[src/hw/rtl/fdmcr_mul.sv]
// Registered signed-by-unsigned Q16.16 multiply with floor shift (result in the next cycle).
module fdmcr_mul (
    input  logic               i_clk,
    input  logic signed [35:0] i_a,
    input  logic        [31:0] i_k,
    output logic signed [51:0] o_p
);
    // Register two 36x16 partial products, then combine and floor.
    logic signed [52:0] r_hi;
    logic signed [52:0] r_lo;
    logic signed [52:0] n_sum;

    always_ff @(posedge i_clk) begin
        r_hi <= 53'(i_a * $signed({1'b0, i_k[31:16]}));
        r_lo <= 53'(i_a * $signed({1'b0, i_k[15:0]}));
    end

    // a*k/2^16 floored = a*kh + floor(a*kl/2^16)
    assign n_sum = r_hi + (r_lo >>> 16);
    assign o_p   = n_sum[51:0];
endmodule

[config.mk]
export PLATFORM = sky130hd
export DESIGN_NAME = fdmcr_mul
export DESIGN_NICKNAME = d
export VERILOG_FILES = /design/src/hw/rtl/fdmcr_mul.sv
export SDC_FILE = /design/constraint.sdc
export NUM_CORES = 2
export LEC_CHECK = 0
export ABC_AREA = 1
export BUFFER_PORTS_ARGS = -buffer_cell sky130_fd_sc_hd__buf_2
export CAP_MARGIN = 20
export CORE_MARGIN = 1
export CORE_UTILIZATION = 50
export CTS_CLUSTER_DIAMETER = 30
export DETAILED_ROUTE_END_ITERATION = 12
export PLACE_DENSITY_LB_ADDON = 0.08
export SLEW_MARGIN = 30
export SYNTH_ARGS = -nofsm -noshare
export SYNTH_HDL_FRONTEND = slang
export SYNTH_SLANG_ARGS = --single-unit
[constraint.sdc]
create_clock -name i_clk -period 13.8 [get_ports i_clk]
set_input_delay 1.38 -clock i_clk [delete_from_list [all_inputs] [get_ports i_clk]]
set_output_delay 1.38 -clock i_clk [all_outputs]
set_load 0.03 [all_outputs]
==> run summary <==
outcome = finished clean
Vias/cell = 5.13
wire per inst = 19.5 um
crit path DAT = 7.62 ns
Mapped Cells = 6,650
port bufs = 120
Post-DP HPWL = 125,000 um
Syn Nets = 8,099
Hold Buf Count CTS = 0
core area = 95,300 um2
Synth top area share = 45.0%
max_slew headroom = 29.2%
Worst Tran Pin Value = 1.06 ns
DR iter-0 viols = 2,455
H-tree depth = 3
final max-slew violation count = 0
fraction of layout cells with a size suffix above 1 = 3.06%
Clock Tree Buf Depth = 2
Placer Congestion = 0.961
Setup Slack @ Placement = 6.05 ns
cts repair resizes = 0
postcts setup bufs = 0
required time of the critical path = 14.06 ns
Critical Path Sink Type = register
initial antenna violation count = 3
final worst path period need = 7.36 ns
FF+latch count, synth = 89
first-pass detailed-route iteration total = 5
Max-cap violations = 0
crit start category = input pin
register area = 1780 um2
Critical Path Fanout Max = 36
antenna diode count = 0
Row Count = 113
area leader, netlist = fa_1
Post-Syn Area = 48,200 um2
Synth async-reset ratio = 0%
Final Cycle Share = 53.3%
first-pass GRT wire length = 245,000 um
Final Hold Fails = 0
final worst slack = 6.44 ns
multi-input logic area = 37,900 um2
Slowest Stage Delay on Critical Path = 0.82 ns
Mean Syn Cell Area = 7.25 um2
die height = 312 um
final non-filler cell total = 7,842
Synth area leaders = fa_1 (45%), inv_1 (16%), nand2_1 (15%)
Fmax = 136 MHz
Hold Crit Class = input pin to register
largest net degree at the start of global routing = 37
final setup violation count = 0
clk slew on worst S/H paths = 0.08 ns
Sink Count = 89
Total GRT Usage = 32.6%
RSZ-0062 raised after global routing = false
Die Wd = 312 um
Post-synth EDFFs = 0
dominant cell by count in the synthesized netlist = inv_1
io pins = 121
CP Cell Sequence = buf_2, nand2_1, fa_1, inv_1, fa_1, fa_1, fa_1, fa_1, inv_1, fa_1, inv_1, ha_1, nand2_1, nor2_1, inv_1, nor3_1, nand3_1, inv_1, nand3_1, nand4_1, nand2_1
setup tns final = 0 ns
Synth top cells by count = inv_1 (2,026), nand2_1 (1,896), fa_1 (1,084), nor2_1 (309), ha_1 (296)
Fillers = 9,757
Initial Util = 50.6%
nets = 8,021
crit path kind = input pin to register
Crit path top cell by count = fa_1
die footprint = 97,600 um2
TritonCTS clock tree = done
vias = 40,200
Residual DRC = 0
vias in the first global route = 43,800
CTS Buf Count = 9
Synth-to-Final Area Change = 3.80%
Seq/Total Area, Yosys = 3.70%
final wirelength = 153,000 um
Unique masters post-synth = 37
Yosys warnings = 0
Top FF cell, synth = dfxtp_1
Inst Count DP = 7,825
CTS Root Cell = clkbuf_16
Worst path slowest cell = fa_1
GRT Residual Overflow = 0
Final ANT Viol Nets = 0
-- layer usage --
metal / global-route usage [%] / wire (um)
met1: 41.2 / 62300
met2: 58.5 / 76900
met3: 3.71 / 9040
met4: 9.51 / 4780
met5: 0 / 0
-- cell type report --
class | instances | area share, %
Clock inverter | 7 | 0.153
Timing Repair Buffer | 147 | 1.67
Clock buffer | 9 | 0.450
Sequential cell | 89 | 3.56
Inverter | 2030 | 15.2
Multi-Input combinational cell | 4295 | 75.8
Tap cell | 1265 | 3.16
-- path summary, 6_finish.rpt --
path / startpoint / slack [ns] / end / depth (start not counted)
setup / recovery: i_k[6] / 6.44 / r_lo[45] / 21
hold / removal: i_k[16] / 1.73 / r_hi[0] / 4
-- critical path: cells and delay by family --
kind | cells | cell delay (ns)
simple gates | 8 | 1.32
buf+inv | 6 | 1.05
fa+ha+maj | 7 | 3.82
-- layout by cell type (no fill, tap or decap), types with 3 or more instances in the layout --
cell type / instances
inv_2: 3
o21a_1: 7
o21ai_1: 10
inv_1: 2026
inv_8: 3
nor2_1: 309
o21bai_1: 21
ha_1: 296
a21o_1: 13
nand4_1: 55
a21boi_0: 11
nand2_1: 1896
o21ai_2: 3
nand3_2: 8
nand3b_1: 4
xnor2_1: 30
o21ai_0: 107
xor2_1: 59
a21oi_1: 195
clkbuf_16: 9
dfxtp_1: 89
buf_4: 30
nor2_2: 10
and3_1: 3
nand2_2: 5
nor3_1: 23
nor4_1: 6
nand3_1: 129
a21oi_2: 3
fa_1: 1084
buf_2: 116
-- cell families (layout without fill, tap and decap cells) --
kind of cell	Yosys count	after routing	synth area share (%)
AO/OA/AOI/OAI	374	374	4.25
XOR/XNOR	89	89	1.62
adder cells (fa/ha/maj)	1380	1380	52.7
buffers and inverters	2266	2193	17.7
flip-flops	89	89	3.70
AND/OR/NAND/NOR	2452	2452	20.1
-- registers in the layout (all words and copies together), names as in the netlist --
signal,count
r_lo,37
r_hi,52
-- metrics by stage --
| stage | instance area, um2 | hold WS [ns] | utilization (%) |
|---|---|---|---|
| floorplan | 48200 | 1.69 | - |
| global placement | 49700 | 1.97 | 52.1 |
| detailed placement | 49700 | 1.97 | 52.1 |
| CTS | 50000 | 1.74 | 52.5 |
| global route | 50000 | 1.76 | 52.5 |
| finish | 50000 | 1.73 | 52.5 |
Power is not shown: default switching activity piles up to over one toggle a cycle in this logic, so the estimate is an artifact.
