==> src/hw/rtl/fdmcr_sqrt.sv <==
// Iterative 64-bit integer square root, one result bit per cycle.
module fdmcr_sqrt (
    input  logic        i_clk,
    input  logic        i_rst_n,
    input  logic        i_start,
    input  logic [63:0] i_x,
    output logic        o_done,
    output logic [31:0] o_root
);
    logic [31:0] r_root;
    logic [5:0]  r_cnt;
    logic        r_busy;
    logic        r_done;
    logic [33:0] n_trial;

    // Restoring digit recurrence: bring down two bits, try (root<<2)|1.
    assign n_trial = {r_root, 2'b01};

    logic [35:0] r_part;
    logic [35:0] n_part;
    logic [63:0] r_src;
    assign n_part = {r_part[33:0], r_src[63:62]};

    always_ff @(posedge i_clk) begin
        if (!i_rst_n) begin
            r_busy <= 1'b0;
            r_done <= 1'b0;
            r_cnt  <= '0;
        end else begin
            r_done <= 1'b0;
            if (i_start) begin
                r_busy <= 1'b1;
                r_cnt  <= 6'd32;
                r_src  <= i_x;
                r_part <= '0;
                r_root <= '0;
            end else if (r_busy) begin
                r_src <= {r_src[61:0], 2'b00};
                if (n_part >= 36'(n_trial)) begin
                    r_part <= n_part - 36'(n_trial);
                    r_root <= {r_root[30:0], 1'b1};
                end else begin
                    r_part <= n_part;
                    r_root <= {r_root[30:0], 1'b0};
                end
                r_cnt <= r_cnt - 6'd1;
                if (r_cnt == 6'd1) begin
                    r_busy <= 1'b0;
                    r_done <= 1'b1;
                end
            end
        end
    end

    assign o_done = r_done;
    assign o_root = r_root;
endmodule

==> config.mk <==
export PLATFORM = sky130hd
export DESIGN_NAME = fdmcr_sqrt
export DESIGN_NICKNAME = d
export VERILOG_FILES = /design/src/hw/rtl/fdmcr_sqrt.sv
export SDC_FILE = /design/constraint.sdc
export NUM_CORES = 1
export LEC_CHECK = 0
export BUFFER_PORTS_ARGS = -buffer_cell sky130_fd_sc_hd__buf_2
export CAP_MARGIN = 10
export CORE_MARGIN = 2
export CORE_UTILIZATION = 55
export CTS_BUF_LIST = sky130_fd_sc_hd__clkbuf_4
export CTS_CLUSTER_DIAMETER = 150
export CTS_CLUSTER_SIZE = 14
export DETAILED_ROUTE_END_ITERATION = 10
export PLACE_DENSITY = 0.76
export REMOVE_ABC_BUFFERS = 1
export SLEW_MARGIN = 20
export SYNTH_ARGS = -nofsm -noshare
export SYNTH_HDL_FRONTEND = slang
export SYNTH_SLANG_ARGS = --single-unit
==> constraint.sdc <==
create_clock -name i_clk -period 6.8 [get_ports i_clk]
set_input_delay 1.36 -clock i_clk [delete_from_list [all_inputs] [get_ports i_clk]]
set_output_delay 1.36 -clock i_clk [all_outputs]
set_load 0.05 [all_outputs]
==> impl_metrics.json, run 1 <==
{
  "cp.depth": 10,
  "antenna_found_initial": 1,
  "combPwrFrac_pct": 26.4,
  "worst-path-buf-inv": 1,
  "timing.fmax_ghz": 0.292,
  "ys_ff_latch": 138,
  "synth.distinct_cells": 64,
  "pwr-share-clk_pct": 26.1,
  "drt_iter0_markers": 333,
  "dp_cells": 932,
  "globalplace.congestion": 0.902,
  "finalHoldViolCount": 0,
  "final.min_clock_period_ns": 3.42,
  "routed_wl_mm": 15.1,
  "synth_area_mm2": 0.00779,
  "rr_worst_depth": 10,
  "root_buffer": "clkbuf_4",
  "synthFlopType": "edfxtp_1",
  "met1_length_mm": 6.39,
  "worstSetupStartpointType": "flop",
  "wl_met3_mm": 1.10,
  "arrival_ns": 3.69,
  "cts_hold_buf": 0,
  "drt_pass1_iterations": 9,
  "clk_path_buf_depth": 2,
  "synthArstFlopShare_pct": 0,
  "timing.final.crit_share_pct": 50.3,
  "die_w_um": 123,
  "worst_skew_pair.late_latency_ns": 0.56,
  "hp-class": "flop to flop",
  "grtUsageTotal_pct": 21.0,
  "min-delay-start": "r_cnt[0]",
  "tightestPinTransition_ns": 0.930,
  "fillers": 1146,
  "die_area_mm2": 0.0151,
  "cts_tree": "yes",
  "rows": 43,
  "post_cts_buffers": 0,
  "worst-path-max-fanout": 38,
  "r2r-end": "r_part[1]",
  "nNetsFinal": 874,
  "avgSynthCellArea_um2": 11.5,
  "switching_share_pct": 31.2,
  "initial_core_util_pct": 56.1,
  "setup_violations": 0,
  "numCtsBuffers": 17,
  "crit_path_top_delay_cell": "nand2_2",
  "worst_path_largest_cell_delay_ns": 0.58,
  "seqPwrFrac_pct": 47.4,
  "cap_violations": 0,
  "instances_no_fill": 965,
  "io_buffers": 99,
  "wl_met2_mm": 7.37,
  "p_sw_mw": 0.687,
  "drive_above_1_share_pct": 28.3,
  "postRouteAntennaNets": 0,
  "grt_pass1_wl_mm": 24.9,
  "seq_area_mm2": 0.00406,
  "overflow": 0,
  "fp.dieH_um": 123,
  "area_growth_pct": 11.4,
  "wire_per_inst_um": 15.6,
  "drc": 0,
  "max_slew_margin_pct": 37.8,
  "r2r_start": "o_root[9]",
  "num_io_pins": 100,
  "ys_warn_count": 0,
  "vias": 5455,
  "worst-setup-path-type": "flop to flop",
  "path_delay_family": "compound AO/OA/AOI/OAI gates",
  "post_dp_cell_area_mm2": 0.00837,
  "setup_tns_ns": 0,
  "top_layer_used": "met4",
  "grt_pass1_vias": 5443,
  "hold_depth": 2,
  "clock_sinks": 138,
  "crit_chain": "inv_1, ha_1, a21o_1, a211oi_1, nand2_1, a41o_1, o2111ai_4, nand2_2, nor2_1, a211oi_2",
  "slew_viol_final": 0,
  "ctsResizeCount": 0,
  "rsz0062_at_grt": "no",
  "ys_seq_area_share_pct": 52.2,
  "grt_max_degree": 83,
  "path_clk_slew_ns": 0.12,
  "synth_edf_count": 130,
  "ir_drop_v": 0.000156,
  "place.detailed.hpwl_mm": 10.7,
  "syn_inst": 680,
  "leakagePower_nw": 3.44,
  "multi_input_area_mm2": 0.00338,
  "endpoint_kind": "flop",
  "core-area_mm2": 0.0139,
  "hold_path_end": "r_cnt[0]",
  "outcome": "complete, no violations",
  "via_per_inst": 5.65,
  "startpoint": "o_root[9]",
  "p_per_area_mw_per_mm2": 254,
  "internal-power_mw": 1.52,
  "h-tree-depth": 4,
  "crit_required_ns": 7.07,
  "skew_ns": 0.0286,
  "postLayoutCellArea_mm2": 0.00868,
  "rrSetupSlack_ns": 3.38
}
-- cells by family after synthesis --
group                      synth area share, %
AOI/OAI and AO/OA                         12.3
xor gates and xnor gates                  3.71
adders and majority gates                 5.78
buffers and inverters                     4.50
DFF                                       52.2
muxes                                     10.4
and+or+nand+nor                           11.1
-- cells in the mapped netlist (all sizes together), types with 2 or more instances --
master   instances  area share [%]
o21a             7            0.67
a41o             2            0.26
nor2b            4            0.32
and3             2            0.16
a211oi          11             1.6
nand4            6            0.48
a31o             4            0.45
a221oi           3            0.34
buf             16             1.5
mux2i           11             1.4
o21ai           21             1.3
a41oi            3            0.34
nand3b           2            0.19
nor3b            3            0.35
or3              2            0.16
a21oi           49             3.4
a31oi            5            0.40
and2             9            0.72
nand2           44             2.2
edfxtp         130              50
dfxtp            8             2.1
and4             5            0.56
a21o             5            0.48
nor3            11            0.71
o31ai            6            0.64
o2111ai          3            0.56
clkbuf          13            0.63
ha              36             5.8
o211ai           4            0.45
mux2            62             9.0
nor2            78             3.8
o311ai           2            0.32
inv             49             2.4
xnor2           22             2.5
xor2            11             1.2
nand2b           2            0.16
nand3           14            0.90
o21bai           3            0.29
-- worst max-delay path by stage --
stage / end
floorplan: o_root[0]
global placement: r_part[33]
detailed placement: r_part[33]
CTS: r_part[1]
global route: r_part[4]
finish: r_part[1]
-- tightest hold or removal path: stages, from the launching register on --
cell and delay, ns:
dfxtp_1 0.35, nand2_1 0.07, a21oi_1 0.05
-- state kept, by name, indices dropped and copies added, names as in the netlist --
register and count:
r_src 64, r_part 34, o_root 32, r_cnt 6, o_done 1, r_busy 1
-- layer usage --
layer  GRT usage, %  up-vias
li1               -     2684
met1           25.8     2590
met2           34.1      161
met3           7.89       20
met4           7.10        0
met5              0        -
-- layout make-up --
cell class	instances	share of cell area, %
Multi-Input combinational cell	464	39.0
Clock buffer	19	1.64
Timing Repair Buffer	101	5.91
Antenna cell	1	0.0288
Tap cell	180	2.60
Sequential cell	138	46.8
Inverter	49	2.12
Clock inverter	13	1.89
-- stage by stage --
stage	hold WS (ns)	setup WS (ns)	total power, mW	utilization, %
2_1_floorplan	0.461	2.01	1.50	-
6_report	0.502	3.38	2.20	62.5
5_1_grt	0.523	3.00	2.32	62.5
3_3_place_gp	0.473	2.97	1.62	60.3
4_1_cts	0.502	3.34	2.22	62.5
3_5_place_dp	0.484	2.87	1.64	60.3
-- cell usage in the layout (no fill, tap or decap), types with 6 or more instances in the layout --
cell        n
nor2_1     77
and2_1      8
nand4_1     6
edfxtp_1  130
nand2_1    43
xor2_1     11
mux2_2     62
dfxtp_1     8
o21a_1      6
a211oi_2    9
buf_2      98
mux2i_1    11
nor3_1     11
nand3_1    14
o21ai_0    19
inv_1      49
ha_1       36
xnor2_1    22
a21oi_1    44
clkbuf_4   19
-- power by group through the flow --
stage / combinational [mW] / clock, mW / sequential (mW)
floorplan: 0.402 / 0 / 1.10
global route: 0.645 / 0.626 / 1.05
CTS: 0.580 / 0.593 / 1.05
detailed placement: 0.577 / 0 / 1.06
finish: 0.582 / 0.575 / 1.04
global placement: 0.560 / 0 / 1.06
No activity file was read; power rests on OpenSTA's default activity.
==> run 2, diff against run 1 <==
Settings changed: ABC_AREA from default to 1.
Clock period 6.8 ns to 3.6 ns, I/O delays scaled along.
==> run 2 against run 1 <==
- sequential power is 89% higher
- cell area is 9.7% higher
- total power is 88% higher
- global-route usage is 3.9 points higher
- fmax is 36% higher
- clock skew is 0.0046 ns higher
- register-to-register slack worse by 2.3 ns
- via count is 32% higher
- clock power is 74% higher
==> impl_metrics.json, run 2 <==
{
  "tightestPinTransition_ns": 0.948,
  "area_growth_pct": 11.4,
  "final_cell_mix": "533 x nand2_1, 166 x inv_1, 142 x nor2_1, 130 x edfxtp_1, 99 x buf_2",
  "cap_violations": 0,
  "hp-class": "input pin to flop",
  "min-delay-start": "i_x[1]",
  "r2r-end": "r_part[16]",
  "rrSetupSlack_ns": 1.08,
  "synthTopCellsByArea": "edfxtp_1 46%, nand2_1 23%, inv_1 7.3%",
  "drive_above_1_share_pct": 12.0,
  "avgSynthCellArea_um2": 7.36,
  "synth_area_leader_cell": "edfxtp_1",
  "root_buffer": "clkbuf_4",
  "grt_max_degree": 97,
  "rsz0062_at_grt": "no",
  "place.detailed.hpwl_mm": 14.6,
  "hold_depth": 3,
  "vias": 7209,
  "synth.top_cell.area_share_pct": 45.7,
  "h-tree-depth": 4,
  "synth.distinct_cells": 31,
  "synth_most_common_cell": "nand2_1",
  "antenna_found_initial": 0,
  "worstSetupStartpointType": "flop",
  "synth_common_cells": "533 x nand2_1, 166 x inv_1, 142 x nor2_1",
  "largest_register": "r_src",
  "nNetsFinal": 1361,
  "core-area_mm2": 0.0152,
  "instances_no_fill": 1459,
  "endpoint_kind": "flop",
  "synth_edf_count": 130,
  "initial_core_util_pct": 56.2,
  "die_area_mm2": 0.0165,
  "timing.final.crit_share_pct": 70.0,
  "ir_drop_v": 0.000264,
  "crit_required_ns": 3.92,
  "grt_pass1_vias": 7040,
  "cts_tree": "yes",
  "globalplace.congestion": 0.947,
  "place_ws_ns": 1.07,
  "worst_skew_pair.late_latency_ns": 0.58,
  "skew_ns": 0.0331,
  "rows": 45,
  "synth_area_mm2": 0.00854,
  "numCtsBuffers": 17,
  "finalHoldViolCount": 0,
  "synthFlopType": "edfxtp_1",
  "path_clk_slew_ns": 0.13,
  "die_w_um": 129,
  "clk_path_buf_depth": 2,
  "max_slew_margin_pct": 36.8,
  "syn_inst": 1160,
  "postRouteAntennaNets": 0,
  "worst-setup-path-type": "flop to flop",
  "ys_ff_latch": 138,
  "wire_per_inst_um": 13.3,
  "clock_sinks": 138,
  "overflow": 0,
  "cts_hold_buf": 0,
  "hold_path_end": "r_src[1]",
  "outcome": "complete, no violations",
  "largest_reg_flops": 64,
  "worst-path-max-fanout": 34,
  "layout_commonest_cell": "nand2_1",
  "p_per_area_mw_per_mm2": 436,
  "grt_pass1_wl_mm": 32.6,
  "ys_seq_area_share_pct": 47.6,
  "post_cts_buffers": 0,
  "timing.fmax_ghz": 0.397,
  "setup_violations": 0,
  "total_power_mw": 4.15,
  "post_dp_cell_area_mm2": 0.00925,
  "dp_cells": 1427,
  "drt_pass1_iterations": 7,
  "ctsResizeCount": 0,
  "drc": 0,
  "via_per_inst": 4.94,
  "fillers": 1461,
  "arrival_ns": 2.84,
  "ys_warn_count": 0,
  "n_antenna_cell": 0,
  "fin_ws_ns": 1.08,
  "num_io_pins": 100,
  "postLayoutCellArea_mm2": 0.00952,
  "setup_tns_ns": 0,
  "final.min_clock_period_ns": 2.52,
  "io_buffers": 99,
  "fp.dieH_um": 129,
  "rr_worst_depth": 10,
  "slew_viol_final": 0,
  "synthArstFlopShare_pct": 0,
  "drt_iter0_markers": 462,
  "grtUsageTotal_pct": 24.9,
  "leakagePower_nw": 5.01,
  "routed_wl_mm": 19.4,
  "r2r_start": "o_root[0]"
}
-- run 2: changes by cell type after synthesis, moves of 11 or more --
cell,delta
nand2_1,+490
o21ai_0,-14
nor2_1,+65
mux2_2,-62
mux2i_1,-11
a21oi_1,-20
inv_1,+117
-- run 2: worst max-delay path by stage --
stage,slack [ns],to,startpoint,cells past startpoint
finish,1.08,r_part[16],o_root[0],10
global route,0.86,r_part[23],o_root[0],17
CTS,1.04,r_part[16],o_root[0],10
detailed placement,1.07,r_part[16],o_root[0],10
global placement,1.04,r_part[16],o_root[0],10
floorplan,-4.65,o_root[0],i_start,2
-- run 2: per-stage QoR --
stage          utilization, %  hold slack [ns]
2_1_floorplan               -            0.461
3_3_place_gp             60.8            0.480
3_5_place_dp             60.8            0.491
4_1_cts                  62.6            0.369
5_1_grt                  62.6            0.381
6_report                 62.6            0.402
-- run 2: per-layer routing --
layer / share of wire [%] / wire length, um / global-route usage, % / up-vias
li1: - / - / - / 3771
met1: 46 / 8860 / 32.9 / 3235
met2: 46 / 8870 / 40.7 / 173
met3: 6.4 / 1250 / 5.53 / 30
met4: 2.3 / 441 / 8.89 / 0
met5: 0 / 0 / 0 / -
-- run 2: cell type report --
| cell class | count | area [um2] | share of cell area, % |
|---|---|---|---|
| Clock buffer | 17 | 128 | 1.34 |
| Clock inverter | 15 | 143 | 1.50 |
| Inverter | 169 | 634 | 6.67 |
| Multi-Input combinational cell | 825 | 3720 | 39.1 |
| Sequential cell | 138 | 4060 | 42.7 |
| Tap cell | 188 | 235 | 2.47 |
| Timing Repair Buffer | 107 | 593 | 6.23 |
-- run 2: power breakdown --
part / internal (mW) / total (mW) / switching, mW
Combinational: 0.393 / 1.18 / 0.787
Sequential: 1.92 / 1.97 / 0.0530
Clock: 0.354 / 0.998 / 0.644
Total: 2.66 / 4.15 / 1.48
-- run 2: logic make-up after synthesis --
logic type,Yosys count,share of synthesized area [%]
and+or+nand+nor,735,34.0
buffers and inverters,197,8.98
xor gates and xnor gates,19,1.95
adders and majority gates,36,5.27
AOI/OAI and AO/OA,35,2.23
DFF,138,47.6
-- run 2: critical path: stages (launching register included) --
cell and delay [ns]:
edfxtp_1 0.48, inv_1 0.10, ha_1 0.40, nand2_1 0.11, nor2_1 0.05, or2_2 0.32, nand3_1 0.11, nand4_2 0.11
buf_4 0.26, nor2_1 0.23, nor2_1 0.09
